<file path="src/hw/rtl/htw_pkg.sv">
// shared types and constants of the hashed timer wheel
`default_nettype none

package htw_pkg;

    localparam int HANDLE_W = 6;
    localparam int DELAY_W  = 16;
    localparam int TICK_W   = 32;
    localparam int LINK_W   = 7;
    localparam int SUM_W    = 17;
    localparam int CNT_W    = 5;

    localparam logic [LINK_W-1:0] LINK_NULL = 7'd64;

    typedef enum logic [1:0] {
        OP_ARM     = 2'd0,
        OP_CANCEL  = 2'd1,
        OP_RELEASE = 2'd2,
        OP_TICK    = 2'd3
    } t_op;

    typedef struct packed {
        logic accept;
        logic tick;
        logic mod_start;
        logic node_rd;
        logic unlink;
        logic free;
        logic link_rd;
        logic link_wr;
        logic head_rd;
        logic cur_head;
        logic cur_next;
        logic emit;
        logic push_resp;
        logic push_end;
    } t_cmd;

    typedef struct packed {
        t_op  op;
        logic bad;
        logic linked;
        logic mod_done;
        logic head_vld;
        logic fires;
        logic nxt_valid;
        logic pend_valid;
        logic out_free;
    } t_sts;

endpackage

`default_nettype wire

</file>
<file path="src/hw/rtl/htw_req_if.sv">
// request and result channel interfaces
`default_nettype none

interface htw_req_if;
    logic                           valid;
    logic                           ready;
    logic [1:0]                     operation;
    logic [htw_pkg::HANDLE_W-1:0]   handle;
    logic [htw_pkg::DELAY_W-1:0]    delay;

    modport source (output valid, operation, handle, delay, input ready);
    modport sink (input valid, operation, handle, delay, output ready);
endinterface

interface htw_rsp_if;
    logic                           valid;
    logic                           ready;
    logic [htw_pkg::HANDLE_W-1:0]   result_handle;
    logic                           fired;
    logic                           was_allocated;
    logic                           last;

    modport source (output valid, result_handle, fired, was_allocated, last, input ready);
    modport sink (input valid, result_handle, fired, was_allocated, last, output ready);
endinterface

`default_nettype wire

</file>
<file path="src/hw/rtl/htw_ctrl.sv">
// sequencer of the hashed timer wheel
`default_nettype none

module htw_ctrl (
    input  wire logic          i_clk,
    input  wire logic          i_rst_n,
    input  wire logic          i_valid,
    output logic               o_ready,
    input  wire htw_pkg::t_sts i_sts,
    output htw_pkg::t_cmd      o_cmd
);

    typedef enum logic [3:0] {
        S_IDLE, S_DECODE, S_MOD, S_URD, S_UWR, S_LRD, S_LWR, S_RESP,
        S_HRD, S_HCHK, S_NRD, S_EVAL, S_EMIT, S_END
    } t_state;

    t_state r_state;
    t_state n_state;

    assign o_ready = (r_state == S_IDLE);

    always_comb begin
        o_cmd   = '0;
        n_state = r_state;
        case (r_state)
            S_IDLE: begin
                if (i_valid) begin
                    o_cmd.accept = 1'b1;
                    n_state      = S_DECODE;
                end
            end
            S_DECODE: begin
                if (i_sts.op == htw_pkg::OP_TICK) begin
                    o_cmd.tick = 1'b1;
                    n_state    = S_HRD;
                end else if (i_sts.bad) begin
                    n_state = S_RESP;
                end else if (i_sts.op == htw_pkg::OP_ARM) begin
                    o_cmd.mod_start = 1'b1;
                    n_state         = S_MOD;
                end else begin
                    o_cmd.free = (i_sts.op == htw_pkg::OP_RELEASE);
                    n_state    = i_sts.linked ? S_URD : S_RESP;
                end
            end
            S_MOD: begin
                if (i_sts.mod_done) begin
                    n_state = i_sts.linked ? S_URD : S_LRD;
                end
            end
            S_URD: begin
                o_cmd.node_rd = 1'b1;
                n_state       = S_UWR;
            end
            S_UWR: begin
                o_cmd.unlink = 1'b1;
                if (i_sts.op == htw_pkg::OP_TICK) begin
                    o_cmd.free = 1'b1;
                    n_state    = S_EMIT;
                end else if (i_sts.op == htw_pkg::OP_ARM) begin
                    n_state = S_LRD;
                end else begin
                    n_state = S_RESP;
                end
            end
            S_LRD: begin
                o_cmd.link_rd = 1'b1;
                n_state       = S_LWR;
            end
            S_LWR: begin
                o_cmd.link_wr = 1'b1;
                n_state       = S_RESP;
            end
            S_RESP: begin
                if (i_sts.out_free) begin
                    o_cmd.push_resp = 1'b1;
                    n_state         = S_IDLE;
                end
            end
            S_HRD: begin
                o_cmd.head_rd = 1'b1;
                n_state       = S_HCHK;
            end
            S_HCHK: begin
                if (i_sts.head_vld) begin
                    o_cmd.cur_head = 1'b1;
                    n_state        = S_NRD;
                end else begin
                    n_state = S_END;
                end
            end
            S_NRD: begin
                o_cmd.node_rd = 1'b1;
                n_state       = S_EVAL;
            end
            S_EVAL: begin
                if (i_sts.fires) begin
                    n_state = S_UWR;
                end else begin
                    o_cmd.cur_next = 1'b1;
                    n_state        = i_sts.nxt_valid ? S_NRD : S_END;
                end
            end
            S_EMIT: begin
                if (!i_sts.pend_valid || i_sts.out_free) begin
                    o_cmd.emit = 1'b1;
                    n_state    = i_sts.nxt_valid ? S_NRD : S_END;
                end
            end
            S_END: begin
                if (i_sts.out_free) begin
                    o_cmd.push_end = 1'b1;
                    n_state        = S_IDLE;
                end
            end
            default: begin
                n_state = S_IDLE;
            end
        endcase
    end

    always_ff @(posedge i_clk) begin
        if (!i_rst_n) begin
            r_state <= S_IDLE;
        end else begin
            r_state <= n_state;
        end
    end

endmodule

`default_nettype wire

</file>
<file path="src/hw/rtl/htw_datapath.sv">
// handle lists, slot heads, tick counter and result register
`default_nettype none

module htw_datapath #(
    parameter int WHEEL_SLOTS = 60,
    parameter int NUM_HANDLES = 64
) (
    input  wire logic                          i_clk,
    input  wire logic                          i_rst_n,
    input  wire htw_pkg::t_cmd                 i_cmd,
    output htw_pkg::t_sts                      o_sts,
    input  wire logic [1:0]                    i_operation,
    input  wire logic [htw_pkg::HANDLE_W-1:0]  i_handle,
    input  wire logic [htw_pkg::DELAY_W-1:0]   i_delay,
    input  wire logic                          i_out_ready,
    output logic                               o_out_valid,
    output logic [htw_pkg::HANDLE_W-1:0]       o_result_handle,
    output logic                               o_fired,
    output logic                               o_was_allocated,
    output logic                               o_last
);

    localparam int HW = (NUM_HANDLES > 1) ? $clog2(NUM_HANDLES) : 1;
    localparam int SW = (WHEEL_SLOTS > 1) ? $clog2(WHEEL_SLOTS) : 1;
    localparam int LW = htw_pkg::LINK_W;
    localparam logic [LW-1:0] NH_L = LW'(NUM_HANDLES);
    localparam logic [SW-1:0] WS_LAST = SW'(WHEEL_SLOTS - 1);
    // reciprocal of the slot count, exact for every sum below 2^SUM_W
    localparam int REC_K  = htw_pkg::SUM_W + 8;
    localparam int REC_W  = REC_K;
    localparam int PROD_W = htw_pkg::SUM_W + REC_W;
    localparam logic [REC_W-1:0] REC_M =
        REC_W'(((64'd1 << REC_K) + 64'(WHEEL_SLOTS) - 64'd1) / 64'(WHEEL_SLOTS));
    localparam logic [htw_pkg::SUM_W-1:0] WS_S = htw_pkg::SUM_W'(WHEEL_SLOTS);

    // control registers
    logic [1:0]                   r_op;
    logic [htw_pkg::HANDLE_W-1:0] r_h;
    logic [htw_pkg::DELAY_W-1:0]  r_d;
    logic                         r_was;
    logic [htw_pkg::TICK_W-1:0]   r_tick;
    logic [SW-1:0]                r_slot;
    logic [LW-1:0]                r_cur;
    logic                         r_mbusy;
    logic [SW-1:0]                r_rem;
    logic [htw_pkg::SUM_W-1:0]    r_sum;
    logic [htw_pkg::SUM_W-1:0]    r_q;
    logic [htw_pkg::CNT_W-1:0]    r_cnt;
    logic                         r_pend_valid;
    logic [htw_pkg::HANDLE_W-1:0] r_pend_h;
    logic                         r_out_valid;
    logic [htw_pkg::HANDLE_W-1:0] r_out_h;
    logic                         r_out_fired;
    logic                         r_out_was;
    logic                         r_out_last;
    logic [NUM_HANDLES-1:0]       r_alloc;
    logic [NUM_HANDLES-1:0]       r_linked;
    logic [WHEEL_SLOTS-1:0]       r_head_vld;

    // memories and their registered read data
    logic [htw_pkg::TICK_W-1:0] dl_mem   [NUM_HANDLES];
    logic [LW-1:0]              nx_mem   [NUM_HANDLES];
    logic [LW-1:0]              pv_mem   [NUM_HANDLES];
    logic [SW-1:0]              sl_mem   [NUM_HANDLES];
    logic [LW-1:0]              head_mem [WHEEL_SLOTS];
    logic [LW-1:0]              tail_mem [WHEEL_SLOTS];

    logic [htw_pkg::TICK_W-1:0] r_rd_dl;
    logic [LW-1:0]              r_rd_nx;
    logic [LW-1:0]              r_rd_pv;
    logic [SW-1:0]              r_rd_sl;
    logic [LW-1:0]              r_rd_head;
    logic [LW-1:0]              r_rd_tail;

    logic [HW-1:0]              cur_idx;
    logic                       p_vld;
    logic                       n_vld;
    logic                       hv;
    logic [htw_pkg::DELAY_W-1:0] d_fix;
    logic [PROD_W-1:0]          mod_prod;
    logic [htw_pkg::SUM_W-1:0]  mod_back;
    logic                       out_free;

    logic nx_we, pv_we, hd_we, tl_we, hd_vld_d;
    logic [HW-1:0] nx_wa, pv_wa;
    logic [LW-1:0] nx_wd, pv_wd, hd_wd, tl_wd;
    logic [SW-1:0] hd_wa, tl_wa;

    assign cur_idx  = r_cur[HW-1:0];
    assign p_vld    = (r_rd_pv < NH_L);
    assign n_vld    = (r_rd_nx < NH_L);
    assign hv       = r_head_vld[r_rem];
    assign d_fix    = (r_d == '0) ? htw_pkg::DELAY_W'(1) : r_d;
    assign mod_prod = PROD_W'(r_sum) * PROD_W'(REC_M);
    assign mod_back = r_q * WS_S;
    assign out_free = !r_out_valid || i_out_ready;

    always_comb begin
        o_sts            = '0;
        o_sts.op         = htw_pkg::t_op'(r_op);
        o_sts.bad        = ({1'b0, r_h} >= NH_L);
        o_sts.linked     = r_linked[cur_idx];
        o_sts.mod_done   = !r_mbusy;
        o_sts.head_vld   = r_head_vld[r_slot];
        o_sts.fires      = (r_rd_dl <= r_tick);
        o_sts.nxt_valid  = n_vld;
        o_sts.pend_valid = r_pend_valid;
        o_sts.out_free   = out_free;
    end

    // write port selection of the link memories
    always_comb begin
        nx_we = 1'b0; nx_wa = cur_idx; nx_wd = htw_pkg::LINK_NULL;
        pv_we = 1'b0; pv_wa = cur_idx; pv_wd = htw_pkg::LINK_NULL;
        hd_we = 1'b0; hd_wa = r_rem;   hd_wd = r_cur; hd_vld_d = 1'b1;
        tl_we = 1'b0; tl_wa = r_rem;   tl_wd = r_cur;
        if (i_cmd.unlink) begin
            nx_we = p_vld;  nx_wa = r_rd_pv[HW-1:0]; nx_wd = r_rd_nx;
            pv_we = n_vld;  pv_wa = r_rd_nx[HW-1:0]; pv_wd = r_rd_pv;
            hd_we = !p_vld; hd_wa = r_rd_sl; hd_wd = r_rd_nx; hd_vld_d = n_vld;
            tl_we = !n_vld; tl_wa = r_rd_sl; tl_wd = r_rd_pv;
        end else if (i_cmd.link_rd) begin
            nx_we = 1'b1;
        end else if (i_cmd.link_wr) begin
            nx_we = hv;  nx_wa = r_rd_tail[HW-1:0]; nx_wd = r_cur;
            pv_we = 1'b1; pv_wd = hv ? r_rd_tail : htw_pkg::LINK_NULL;
            hd_we = !hv;
            tl_we = 1'b1;
        end
    end

    always_ff @(posedge i_clk) begin
        if (nx_we) nx_mem[nx_wa] <= nx_wd;
        if (pv_we) pv_mem[pv_wa] <= pv_wd;
        if (hd_we) head_mem[hd_wa] <= hd_wd;
        if (tl_we) tail_mem[tl_wa] <= tl_wd;
        if (i_cmd.link_wr) begin
            dl_mem[cur_idx] <= r_tick + htw_pkg::TICK_W'(d_fix);
            sl_mem[cur_idx] <= r_rem;
        end
        if (i_cmd.node_rd) begin
            r_rd_dl <= dl_mem[cur_idx];
            r_rd_nx <= nx_mem[cur_idx];
            r_rd_pv <= pv_mem[cur_idx];
            r_rd_sl <= sl_mem[cur_idx];
        end
        if (i_cmd.head_rd) r_rd_head <= head_mem[r_slot];
        if (i_cmd.link_rd) r_rd_tail <= tail_mem[r_rem];
    end

    // payload registers
    always_ff @(posedge i_clk) begin
        if (i_cmd.accept) begin
            r_op  <= i_operation;
            r_h   <= i_handle;
            r_d   <= i_delay;
            r_cur <= {1'b0, i_handle};
            r_was <= ({1'b0, i_handle} < NH_L) && r_alloc[i_handle[HW-1:0]];
        end else if (i_cmd.cur_head) begin
            r_cur <= r_rd_head;
        end else if (i_cmd.cur_next || i_cmd.emit) begin
            r_cur <= r_rd_nx;
        end
        if (i_cmd.mod_start) begin
            r_sum <= htw_pkg::SUM_W'(r_slot) + htw_pkg::SUM_W'(d_fix);
            r_cnt <= htw_pkg::CNT_W'(2);
        end else if (r_mbusy) begin
            // quotient by reciprocal multiply, then remainder by back-multiply
            if (r_cnt == htw_pkg::CNT_W'(2)) begin
                r_q <= mod_prod[PROD_W-1:REC_K];
            end else begin
                r_rem <= SW'(r_sum - mod_back);
            end
            r_cnt <= r_cnt - htw_pkg::CNT_W'(1);
        end
        if (i_cmd.emit) r_pend_h <= r_cur[htw_pkg::HANDLE_W-1:0];
        if (i_cmd.push_resp) begin
            r_out_h <= r_h; r_out_fired <= 1'b0; r_out_was <= r_was; r_out_last <= 1'b1;
        end else if (i_cmd.emit && r_pend_valid) begin
            r_out_h <= r_pend_h; r_out_fired <= 1'b1; r_out_was <= 1'b0; r_out_last <= 1'b0;
        end else if (i_cmd.push_end) begin
            r_out_h     <= r_pend_valid ? r_pend_h : '0;
            r_out_fired <= r_pend_valid;
            r_out_was   <= 1'b0;
            r_out_last  <= 1'b1;
        end
    end

    // control state
    always_ff @(posedge i_clk) begin
        if (!i_rst_n) begin
            r_tick       <= '0;
            r_slot       <= '0;
            r_mbusy      <= 1'b0;
            r_pend_valid <= 1'b0;
            r_out_valid  <= 1'b0;
            r_alloc      <= '0;
            r_linked     <= '0;
            r_head_vld   <= '0;
        end else begin
            if (i_cmd.tick) begin
                r_tick <= r_tick + htw_pkg::TICK_W'(1);
                r_slot <= (r_slot == WS_LAST) ? '0 : r_slot + SW'(1);
            end
            if (i_cmd.mod_start) begin
                r_mbusy <= 1'b1;
            end else if (r_mbusy && r_cnt == htw_pkg::CNT_W'(1)) begin
                r_mbusy <= 1'b0;
            end
            if (i_cmd.emit) begin
                r_pend_valid <= 1'b1;
            end else if (i_cmd.push_end) begin
                r_pend_valid <= 1'b0;
            end
            if (i_cmd.push_resp || i_cmd.push_end || (i_cmd.emit && r_pend_valid)) begin
                r_out_valid <= 1'b1;
            end else if (i_out_ready) begin
                r_out_valid <= 1'b0;
            end
            if (hd_we) r_head_vld[hd_wa] <= hd_vld_d;
            if (i_cmd.unlink) r_linked[cur_idx] <= 1'b0;
            if (i_cmd.free) r_alloc[cur_idx] <= 1'b0;
            if (i_cmd.link_wr) begin
                r_linked[cur_idx] <= 1'b1;
                r_alloc[cur_idx]  <= 1'b1;
            end
        end
    end

    assign o_out_valid     = r_out_valid;
    assign o_result_handle = r_out_h;
    assign o_fired         = r_out_fired;
    assign o_was_allocated = r_out_was;
    assign o_last          = r_out_last;

endmodule

`default_nettype wire

</file>
<file path="src/hw/rtl/hashed_timer_wheel.sv">
// top level of the hashed timer wheel
//
// usage
// - i_req carries one request: operation (arm, cancel, release, tick),
//   handle and delay; it is taken when valid and ready are both high
// - o_rsp carries results: one per arm, cancel or release (was_allocated
//   tells whether the handle was live), and for a tick one per expired
//   handle in insertion order, or a single empty result; last marks the
//   final result of a request
// - one request at a time; ready returns once the request's final result
//   sits in the output register, so the next request overlaps its delivery
// - cancel and release unlink the handle's node if it is linked; arm runs the
//   two-step reciprocal slot remainder unit, then the list updates; a tick reads
//   the slot head and walks the slot node by node, each list node being a
//   registered memory read
// - reset clears the counter, the allocation and link flags and the slot
//   valid bits at once; no clearing pass is needed
// - a stalled receiver holds the result register and pauses the slot walk
// - a delay of zero counts as one tick
`default_nettype none

module hashed_timer_wheel #(
    parameter int WHEEL_SLOTS = 60,
    parameter int NUM_HANDLES = 64
) (
    input wire logic   i_clk,
    input wire logic   i_rst_n,
    htw_req_if.sink    i_req,
    htw_rsp_if.source  o_rsp
);

    htw_pkg::t_cmd cmd;
    htw_pkg::t_sts sts;

    // sequencer: decodes a request and steps the list operations
    htw_ctrl u_ctrl (
        .i_clk   (i_clk),
        .i_rst_n (i_rst_n),
        .i_valid (i_req.valid),
        .o_ready (i_req.ready),
        .i_sts   (sts),
        .o_cmd   (cmd)
    );

    // datapath: handle lists, slot heads and tails, counter, result register
    htw_datapath #(
        .WHEEL_SLOTS (WHEEL_SLOTS),
        .NUM_HANDLES (NUM_HANDLES)
    ) u_dp (
        .i_clk           (i_clk),
        .i_rst_n         (i_rst_n),
        .i_cmd           (cmd),
        .o_sts           (sts),
        .i_operation     (i_req.operation),
        .i_handle        (i_req.handle),
        .i_delay         (i_req.delay),
        .i_out_ready     (o_rsp.ready),
        .o_out_valid     (o_rsp.valid),
        .o_result_handle (o_rsp.result_handle),
        .o_fired         (o_rsp.fired),
        .o_was_allocated (o_rsp.was_allocated),
        .o_last          (o_rsp.last)
    );

    // a result that is not a firing always closes its request
    a_plain_last: assert property (@(posedge i_clk) disable iff (!i_rst_n)
        o_rsp.valid && !o_rsp.fired |-> o_rsp.last)
        else $error("non-fired result without last");

    // firing results never report allocation
    a_fired_was: assert property (@(posedge i_clk) disable iff (!i_rst_n)
        o_rsp.valid && o_rsp.fired |-> !o_rsp.was_allocated)
        else $error("fired result with was_allocated");

    // the block is busy right after taking a request
    a_busy: assert property (@(posedge i_clk) disable iff (!i_rst_n)
        i_req.valid && i_req.ready |=> !i_req.ready)
        else $error("request taken while busy");

    // only one list write step per cycle
    a_cmd_excl: assert property (@(posedge i_clk) disable iff (!i_rst_n)
        $onehot0({cmd.unlink, cmd.link_rd, cmd.link_wr}))
        else $error("conflicting list commands");

endmodule

`default_nettype wire
</file>
<file path="src/flat_wrapper.sv">
// flat-port wrapper written by rule: the top's interface ports become plain ports
module hashed_timer_wheel_flat 
#(
    parameter int WHEEL_SLOTS = 60,
    parameter int NUM_HANDLES = 64
)
  (i_clk, i_rst_n, i_req_valid, i_req_operation, i_req_handle, i_req_delay, i_req_ready, o_rsp_valid, o_rsp_result_handle, o_rsp_fired, o_rsp_was_allocated, o_rsp_last, o_rsp_ready);
  htw_req_if i_req_i ();
  htw_rsp_if o_rsp_i ();
  input wire logic i_clk;
  input wire logic i_rst_n;
  input wire logic [$bits(i_req_i.valid)-1:0] i_req_valid;
  input wire logic [$bits(i_req_i.operation)-1:0] i_req_operation;
  input wire logic [$bits(i_req_i.handle)-1:0] i_req_handle;
  input wire logic [$bits(i_req_i.delay)-1:0] i_req_delay;
  output wire logic [$bits(i_req_i.ready)-1:0] i_req_ready;
  output wire logic [$bits(o_rsp_i.valid)-1:0] o_rsp_valid;
  output wire logic [$bits(o_rsp_i.result_handle)-1:0] o_rsp_result_handle;
  output wire logic [$bits(o_rsp_i.fired)-1:0] o_rsp_fired;
  output wire logic [$bits(o_rsp_i.was_allocated)-1:0] o_rsp_was_allocated;
  output wire logic [$bits(o_rsp_i.last)-1:0] o_rsp_last;
  input wire logic [$bits(o_rsp_i.ready)-1:0] o_rsp_ready;
  assign i_req_i.valid = i_req_valid;
  assign i_req_i.operation = i_req_operation;
  assign i_req_i.handle = i_req_handle;
  assign i_req_i.delay = i_req_delay;
  assign i_req_ready = i_req_i.ready;
  assign o_rsp_valid = o_rsp_i.valid;
  assign o_rsp_result_handle = o_rsp_i.result_handle;
  assign o_rsp_fired = o_rsp_i.fired;
  assign o_rsp_was_allocated = o_rsp_i.was_allocated;
  assign o_rsp_last = o_rsp_i.last;
  assign o_rsp_i.ready = o_rsp_ready;
  hashed_timer_wheel #(.WHEEL_SLOTS(WHEEL_SLOTS), .NUM_HANDLES(NUM_HANDLES)) u_core (.i_clk(i_clk), .i_rst_n(i_rst_n), .i_req(i_req_i), .o_rsp(o_rsp_i));
endmodule
</file>
<file path="config.mk">
export PLATFORM = sky130hd
export DESIGN_NAME = hashed_timer_wheel_flat
export DESIGN_NICKNAME = d
export VERILOG_FILES = /design/src/hw/rtl/htw_pkg.sv /design/src/hw/rtl/htw_req_if.sv /design/src/hw/rtl/htw_ctrl.sv /design/src/hw/rtl/htw_datapath.sv /design/src/hw/rtl/hashed_timer_wheel.sv /design/src/flat_wrapper.sv
export SDC_FILE = /design/constraint.sdc
export NUM_CORES = 2
export LEC_CHECK = 0
export ABC_AREA = 1
export BUFFER_PORTS_ARGS = -buffer_cell sky130_fd_sc_hd__buf_2
export CAP_MARGIN = 40
export CORE_MARGIN = 2
export CORE_UTILIZATION = 43
export DETAILED_ROUTE_END_ITERATION = 12
export PLACE_DENSITY = 0.65
export SLEW_MARGIN = 20
export SYNTH_ARGS = -nofsm -noshare
export SYNTH_HDL_FRONTEND = slang
export SYNTH_MEMORY_MAX_BITS = 65536
export SYNTH_SLANG_ARGS = --single-unit
</file>
<file path="constraint.sdc">
create_clock -name i_clk -period 5.84 [get_ports i_clk]
set_clock_uncertainty 0.1 [all_clocks]
set_input_delay 0.292 -clock i_clk [delete_from_list [all_inputs] [get_ports i_clk]]
set_output_delay 0.292 -clock i_clk [all_outputs]
set_load 0.02 [all_outputs]
</file>
* Word level (Yosys, flattened, before mapping)
Memories as Yosys holds them, arrays and structs flattened. A register that Yosys moved wholly into a read port is not among the register bits. Cells that the tools add are included.
Operators by class: multipliers 2, order comparisons 10, add/subtract/negate cells 6, reductions and logical operators 29, muxes and demuxes 111, equal/unequal tests 22, bitwise gates (word level) 7
Operators by type and width (count):
- $mux W64 | 6
- $and A64 B64 Y64 | 2
- $or A64 B64 Y64 | 2
- $mux W7 | 11
- $mux W6 | 11
- $not A64 Y64 | 1
- $bwmux W60 | 1
- $mux W1 | 59
- $pmux W4 S13 | 1
- $mul A17 B20 Y37 const B | 1
- $lt A6 B7 Y1 const B | 5
- $add A32 B1 Y32 const B | 1
- $add A32 B16 Y32 | 1
- $le A32 B32 Y1 | 1
- $mux W4 | 7
- $bmux W1 S6 | 4
- $eq A4 B4 Y1 const B | 6
- $add A6 B16 Y17 | 1
- $eq A4 B3 Y1 const B | 4
- $logic_not A16 Y1 | 1
- $mux W16 | 1
- $mux W3 | 5
- $lt A7 B7 Y1 const B | 2
- $demux W1 S6 | 2
- other kinds (26) | 51
Storage, ports and cells: flip-flop bits (word level) 320, word-level logic and storage cells 217, input bits 28, memory bits (writable) 4168, memories kept 6
Memories:
- u_core.u_dp.dl_mem | depth 64, bits a word 32, read ports 1, clocked after Yosys merged registers in 1, wr ports 1, RTL line htw_datapath.sv:61 | logic [htw_pkg::TICK_W-1:0] dl_mem [NUM_HANDLES];
- u_core.u_dp.nx_mem | depth 64, bits a word 7, read ports 1, clocked after Yosys merged registers in 1, wr ports 1, RTL line htw_datapath.sv:62 | logic [LW-1:0] nx_mem [NUM_HANDLES];
- u_core.u_dp.pv_mem | depth 64, bits a word 7, read ports 1, clocked after Yosys merged registers in 1, wr ports 1, RTL line htw_datapath.sv:63 | logic [LW-1:0] pv_mem [NUM_HANDLES];
- u_core.u_dp.head_mem | depth 60, bits a word 7, read ports 1, clocked after Yosys merged registers in 1, wr ports 1, RTL line htw_datapath.sv:65 | logic [LW-1:0] head_mem [WHEEL_SLOTS];
- u_core.u_dp.tail_mem | depth 60, bits a word 7, read ports 1, clocked after Yosys merged registers in 1, wr ports 1, RTL line htw_datapath.sv:66 | logic [LW-1:0] tail_mem [WHEEL_SLOTS];
- u_core.u_dp.sl_mem | depth 64, bits a word 6, read ports 1, clocked after Yosys merged registers in 1, wr ports 1, RTL line htw_datapath.sv:64 | logic [SW-1:0] sl_mem [NUM_HANDLES];

* Depth between registers and ports, before layout
depth in word-level cells 10, gate-level depth with buffers 19, depth with buffers taken out 19

* Hierarchy
Synthesis repeated with hierarchy kept, for this count alone.
Unflattened totals: cells, all modules 13590, area, all modules 178678.9 µm²
By module, submodules not included:
- htw_datapath | cells an instance 13455, seq. area each 134018.5 µm², area each 177984.5 µm², times used 1
- htw_ctrl | cells an instance 135, seq. area each 80.1 µm², area each 694.4 µm², times used 1

* Worst setup path before layout
Ideal clock, no wire load.
path type reg-to-reg, from register u_core.u_dp.r_rem[4], to memory u_core.u_dp.pv_mem[0][6] (netlist name) (data pin), slack 0.229 ns, setup time 0.702 ns, path buffers 0, arrival time 4.810 ns, stages on the path, launching flop included 9, cell sequence edfxtp_1 > clkinv_1 > nor3_1 > nand2_1 > nand3_1 > nand2_1 > inv_1 > nor3_1 > o21ai_0
On the way: cells in the longest elaborated chain, start to end 6
RTL lines:
- start: declaration | RTL line htw_datapath.sv:45 | logic [SW-1:0] r_rem;
- start signal: assignment | RTL line htw_datapath.sv:172 | r_rem <= SW'(r_sum - mod_back);
- $bmux W1 S6 | RTL line htw_datapath.sv:92 | assign hv = r_head_vld[r_rem];
- $mux W1 (implied by the code) | RTL line htw_datapath.sv:92
- $mux W7 | RTL line htw_datapath.sv:126 | pv_we = 1'b1; pv_wd = hv ? r_rd_tail : htw_pkg::LINK_NULL;
- $mux W7 | RTL line htw_datapath.sv:124 | end else if (i_cmd.link_wr) begin
- $mux W7 | RTL line htw_datapath.sv:122 | end else if (i_cmd.link_rd) begin
- $mux W7 | RTL line htw_datapath.sv:117 | if (i_cmd.unlink) begin
- net u_core.u_dp.pv_wd[6] | RTL line htw_datapath.sv:86 | logic [LW-1:0] nx_wd, pv_wd, hd_wd, tl_wd;
- end: declaration | RTL line htw_datapath.sv:63
The timed path passes the listed nets, and every way through them passes these cells. The select of a mux whose other input is x is not followed.

* Worst setup path in the final report
from register u_core.u_dp.r_d[6] (netlist name), to memory u_core.u_dp.dl_mem[52][28] (netlist name) (data pin)
On the way: cells in the longest elaborated chain, start to end 3
RTL lines:
- start: declaration | RTL line htw_datapath.sv:39 | logic [htw_pkg::DELAY_W-1:0] r_d;
- start signal: assignment | RTL line htw_datapath.sv:156 | r_d <= i_delay;
- $logic_not A16 Y1 | RTL line htw_datapath.sv:93 | assign d_fix = (r_d == '0) ? htw_pkg::DELAY_W'(1) : r_d;
- $mux W16 (*) | RTL line htw_datapath.sv:93
- $add A32 B16 Y32 (*) | RTL line htw_datapath.sv:138 | dl_mem[cur_idx] <= r_tick + htw_pkg::TICK_W'(d_fix);
- end: declaration | RTL line htw_datapath.sv:61
Every way passes the cells marked *; elsewhere a longest branch is shown, timed or not.

==> summary.txt <==
Drt
  – Wirelength per Cell: around 28 µm
  – Top layer reached by signal wires: met5
  – Remaining antenna violation count: 0
  – Via count: about 120k
  – Drt pass-1 iters: 8
  – Drt drc: 0
  – First DRT Iteration DRCs: around 19000
  – Met2 Wirelength: between 200000 and 250000 µm
  – Metal-1 WL: 211000 µm
  – Via density: 6.00
  – WL met3: approximately 70000 µm
  – Overall routed net length: 550000 µm

Pwr
  – Power per standard cell area: about 420 nW/µm²
  – Worst vdd ir: about 0.34 mV
  – Leak: between 60 and 70 nW
  – Total power draw: ~85 mW

Synthesis
  – Synth Cell Area: roughly 180000 µm²
  – Yosys warnings: 0
  – Yosys cell types: 62
  – Most frequent cell after synthesis: edfxtp_1
  – Commonest cells post-synth: edfxtp_1, nand2_1, nor2_1
  – Net count after synthesis: between 10000 and 15000
  – Most area-consuming cells after synthesis: edfxtp_1, nand2_1, dfxtp_1
  – Yosys reg bits: 4546
  – Synth area leader: edfxtp_1
  – Post-synth EDFFs: 4305
  – FFs w/ async S/R, synth: 0%
  – Synth top area share: 72.3%
  – Avg Cell Area, Syn: 13.4 µm²
  – Post-synthesis sequential area ratio: 75.0%
  – Main synth FF type: edfxtp_1
  – Post-Synthesis Cells: around 13000

Final layout
  – Synth-to-Final Area Change: 14.1%
  – Layout Nets: roughly 14000
  – Register area: ~130000 µm²
  – Layout cells sized above 1: under 10%
  – Multi-input gate area: between 40000 and 50000 µm²
  – Layout fillers: around 35000

Worst hold path
  – Worst Hold Launch: i_req_operation[0]
  – Hold endpoint: u_core.u_dp.r_op[0]
  – Hold Path Cell Cnt: 2
  – Worst hold path type: input pin to flop

STA
  – RSZ-0062 raised after global routing: no
  – Final number of setup-violating endpoints: 0
  – Peak Freq: 193 MHz
  – Hold_ws: ~0.098 ns
  – Slew headroom: 34.5%
  – Fin Setup TNS: 0 ns
  – Slew @ Worst Pin: slightly below 1 ns
  – Crit path time final: 5.17 ns
  – Slew Limit Fails: 0
  – Period utilisation layout: between 80% and 90%
  – Final hold vios: 0

Placement
  – DP HPWL: 326000 µm
  – Routability Congestion: 0.919
  – Port buffer count: 38

Setup path
  – Setup crit end kind: flop
  – R2R Path End: u_core.u_dp.dl_mem[52][28]
  – Crit-path max FO: 23
  – Crit path launch type: flop
  – Worst EP arrival: approximately 6 ns
  – CP Class: flop to flop
  – R2R Path Start: u_core.u_dp.r_d[6]
  – Reg2Reg Setup Slack: roughly 0.67 ns
  – Worst endpoint required time: ~6.5 ns
  – Crit. Startpoint: u_core.u_dp.r_d[6]
  – Reg2reg path depth: 17

Global routing
  – Largest net degree at the start of global routing: around 130
  – Congestion Overflow GR: 0
  – Total GRT Usage: ~25%
  – Vias in the first global route: 109401
  – First-pass GRT wire length: approximately 780000 µm
  – Initial antenna violation count: 38

CTS
  – CTS Root Buffer Type: clkbuf_16
  – Worst-path clk slew: 0.06 ns
  – Skew-Pair Late Insertion Delay: roughly 1.1 ns
  – Maximum root-to-sink buffer count: 4
  – TritonCTS Buffers: between 400 and 500
  – TritonCTS clock tree: done
  – Sink Count: between 4000 and 5000
  – H-tree Lvls: 5
  – Number of gates resized after cts: 0

Die
  – CORE AREA: roughly 410000 µm²
  – Die H: 649 µm
  – # rows: approximately 240
  – Die ar.: ~420000 µm²
  – Initial core utilization: between 40% and 50%
  – I/O Pins: 39
  – Die width: around 650 µm

Run status
  – Status: finished, final reports clean

Run
  – Max Cap Violations: 0
==> area by class of cell <==
type                       instances  share of cell area [%]
sequential                      4546                    65.7
tap                             5474                    3.36
timing repair buffer             558                    2.93
inverter                         702                    1.33
clock inverter                   260                    1.18
clock buffer                     544                    5.67
multi-input combinational       7404                    19.8
antenna                           18                  0.0221
==> state kept, by name (all words and copies together) (netlist names), 7 cells and up, named ones only <==
register / flops
u_core.u_dp.r_d: 16
u_core.u_dp.tail_mem: 420
u_core.u_dp.r_rd_dl: 32
u_core.u_dp.dl_mem: 2048
u_core.u_dp.r_alloc: 63
u_core.u_dp.r_rd_nx: 7
u_core.u_dp.r_linked: 64
u_core.u_dp.pv_mem: 448
u_core.u_dp.r_cur: 7
u_core.u_dp.r_head_vld: 60
u_core.u_dp.nx_mem: 448
u_core.u_dp.r_rd_head: 7
u_core.u_dp.r_sum: 17
u_core.u_dp.head_mem: 420
u_core.u_dp.r_rd_tail: 7
u_core.u_dp.r_rd_pv: 7
u_core.u_dp.sl_mem: 384
u_core.u_dp.r_tick: 32
==> cell usage in the layout (no fill, tap or decap), types with 15 or more instances in the layout <==
cell,Yosys,final
nand3_1,304,301
o31ai_1,29,29
o22ai_1,163,156
xor2_4,0,19
buf_2,225,41
nor2_1,1162,1093
fa_1,36,36
o2bb2ai_1,20,20
diode_2,0,18
and3_1,42,42
clkbuf_16,0,441
edfxtp_1,4305,4305
dlygate4sd3_1,0,44
nor3_1,48,45
inv_1,665,658
a22o_1,179,179
inv_2,25,22
o2111ai_1,30,30
nand2_1,2553,2543
buf_16,0,36
clkinv_1,11,112
nand4_1,414,414
bufinv_16,0,37
clkbuf_1,417,89
o221ai_1,78,78
nor2_4,2,69
nor4_1,24,22
o211ai_1,45,45
ha_1,145,144
a21oi_1,399,399
clkinv_2,0,78
dfxtp_1,241,237
a221oi_1,298,298
xor2_1,48,29
buf_12,0,85
o21ai_0,770,761
buf_4,8,350
a22oi_1,497,497
inv_6,0,15
==> worst max-delay path, cell delays in order, from the launching register on <==
cell and delay (ns):
edfxtp_1 0.51, nor4_1 0.35, a41o_1 0.29, ha_2 0.20, inv_1 0.05, fa_1 0.44, o21ai_0 0.21, buf_4 0.19
nand3_1 0.07, nand2_1 0.07, nor2_1 0.07, o21ai_0 0.30, buf_4 0.21, nand3_1 0.11, a21oi_1 0.41, nand2_1 0.23
xor2_4 0.70, buf_4 0.39
==> how the worst max path moves through the flow <==
| stage | endpoint | cells past startpoint | slack [ns] |
|---|---|---|---|
| 2_1_floorplan | u_core.u_dp.pv_mem[0][6] | 8 | 0.23 |
| 3_3_place_gp | u_core.u_dp.dl_mem[48][30] | 17 | 0.53 |
| 3_5_place_dp | u_core.u_dp.dl_mem[27][28] | 17 | 0.79 |
| 4_1_cts | u_core.u_dp.dl_mem[19][28] | 17 | 0.76 |
| 5_1_grt | u_core.u_dp.dl_mem[28][28] | 17 | 0.42 |
| 6_report | u_core.u_dp.dl_mem[52][28] | 17 | 0.67 |
==> logic make-up after synthesis <==
| kind of cell | Yosys count | synth area share, % |
|---|---|---|
| AO/OA/AOI/OAI | 2565 | 9.44 |
| AND/OR/NAND/NOR | 4593 | 10.7 |
| flip-flops | 4546 | 75.0 |
| buffers and inverters | 1434 | 3.21 |
| adder cells (fa/ha/maj) | 181 | 1.42 |
| multiplexers | 1 | 0.00560 |
| XOR/XNOR | 64 | 0.313 |
==> stage by stage <==
step / cell area (µm²) / util [%] / instances / worst slack [ns]
6_report: 204000 / 49.3 / 19506 / 0.666
5_1_grt: 204000 / 49.3 / 19490 / 0.424
4_1_cts: 204000 / 49.2 / 19456 / 0.762
3_5_place_dp: 189000 / 45.7 / 18608 / 0.792
3_3_place_gp: 188000 / 45.4 / 18520 / 0.533
2_1_floorplan: 179000 / - / 13384 / 0.229
==> routing by layer <==
layer / GRT usage [%] / vias up
li1: - / 50049
met1: 35.3 / 58059
met2: 38.6 / 7731
met5: 0 / -
met4: 9.40 / 26
met3: 5.68 / 1182
==> where the power goes <==
group / switching [mW] / internal, mW
sequential: 0.313 / 38.0
combinational: 14.2 / 4.92
clock: 12.3 / 15.7
total: 26.8 / 58.6
==> repair_timing <==
item / 4_1_cts / 5_1_grt
hold endpoints to repair: 66 / 0
hold buffers: 44 / 0
setup buffers: 0 / 0
Note: power is estimated with default switching activity, not from simulation.
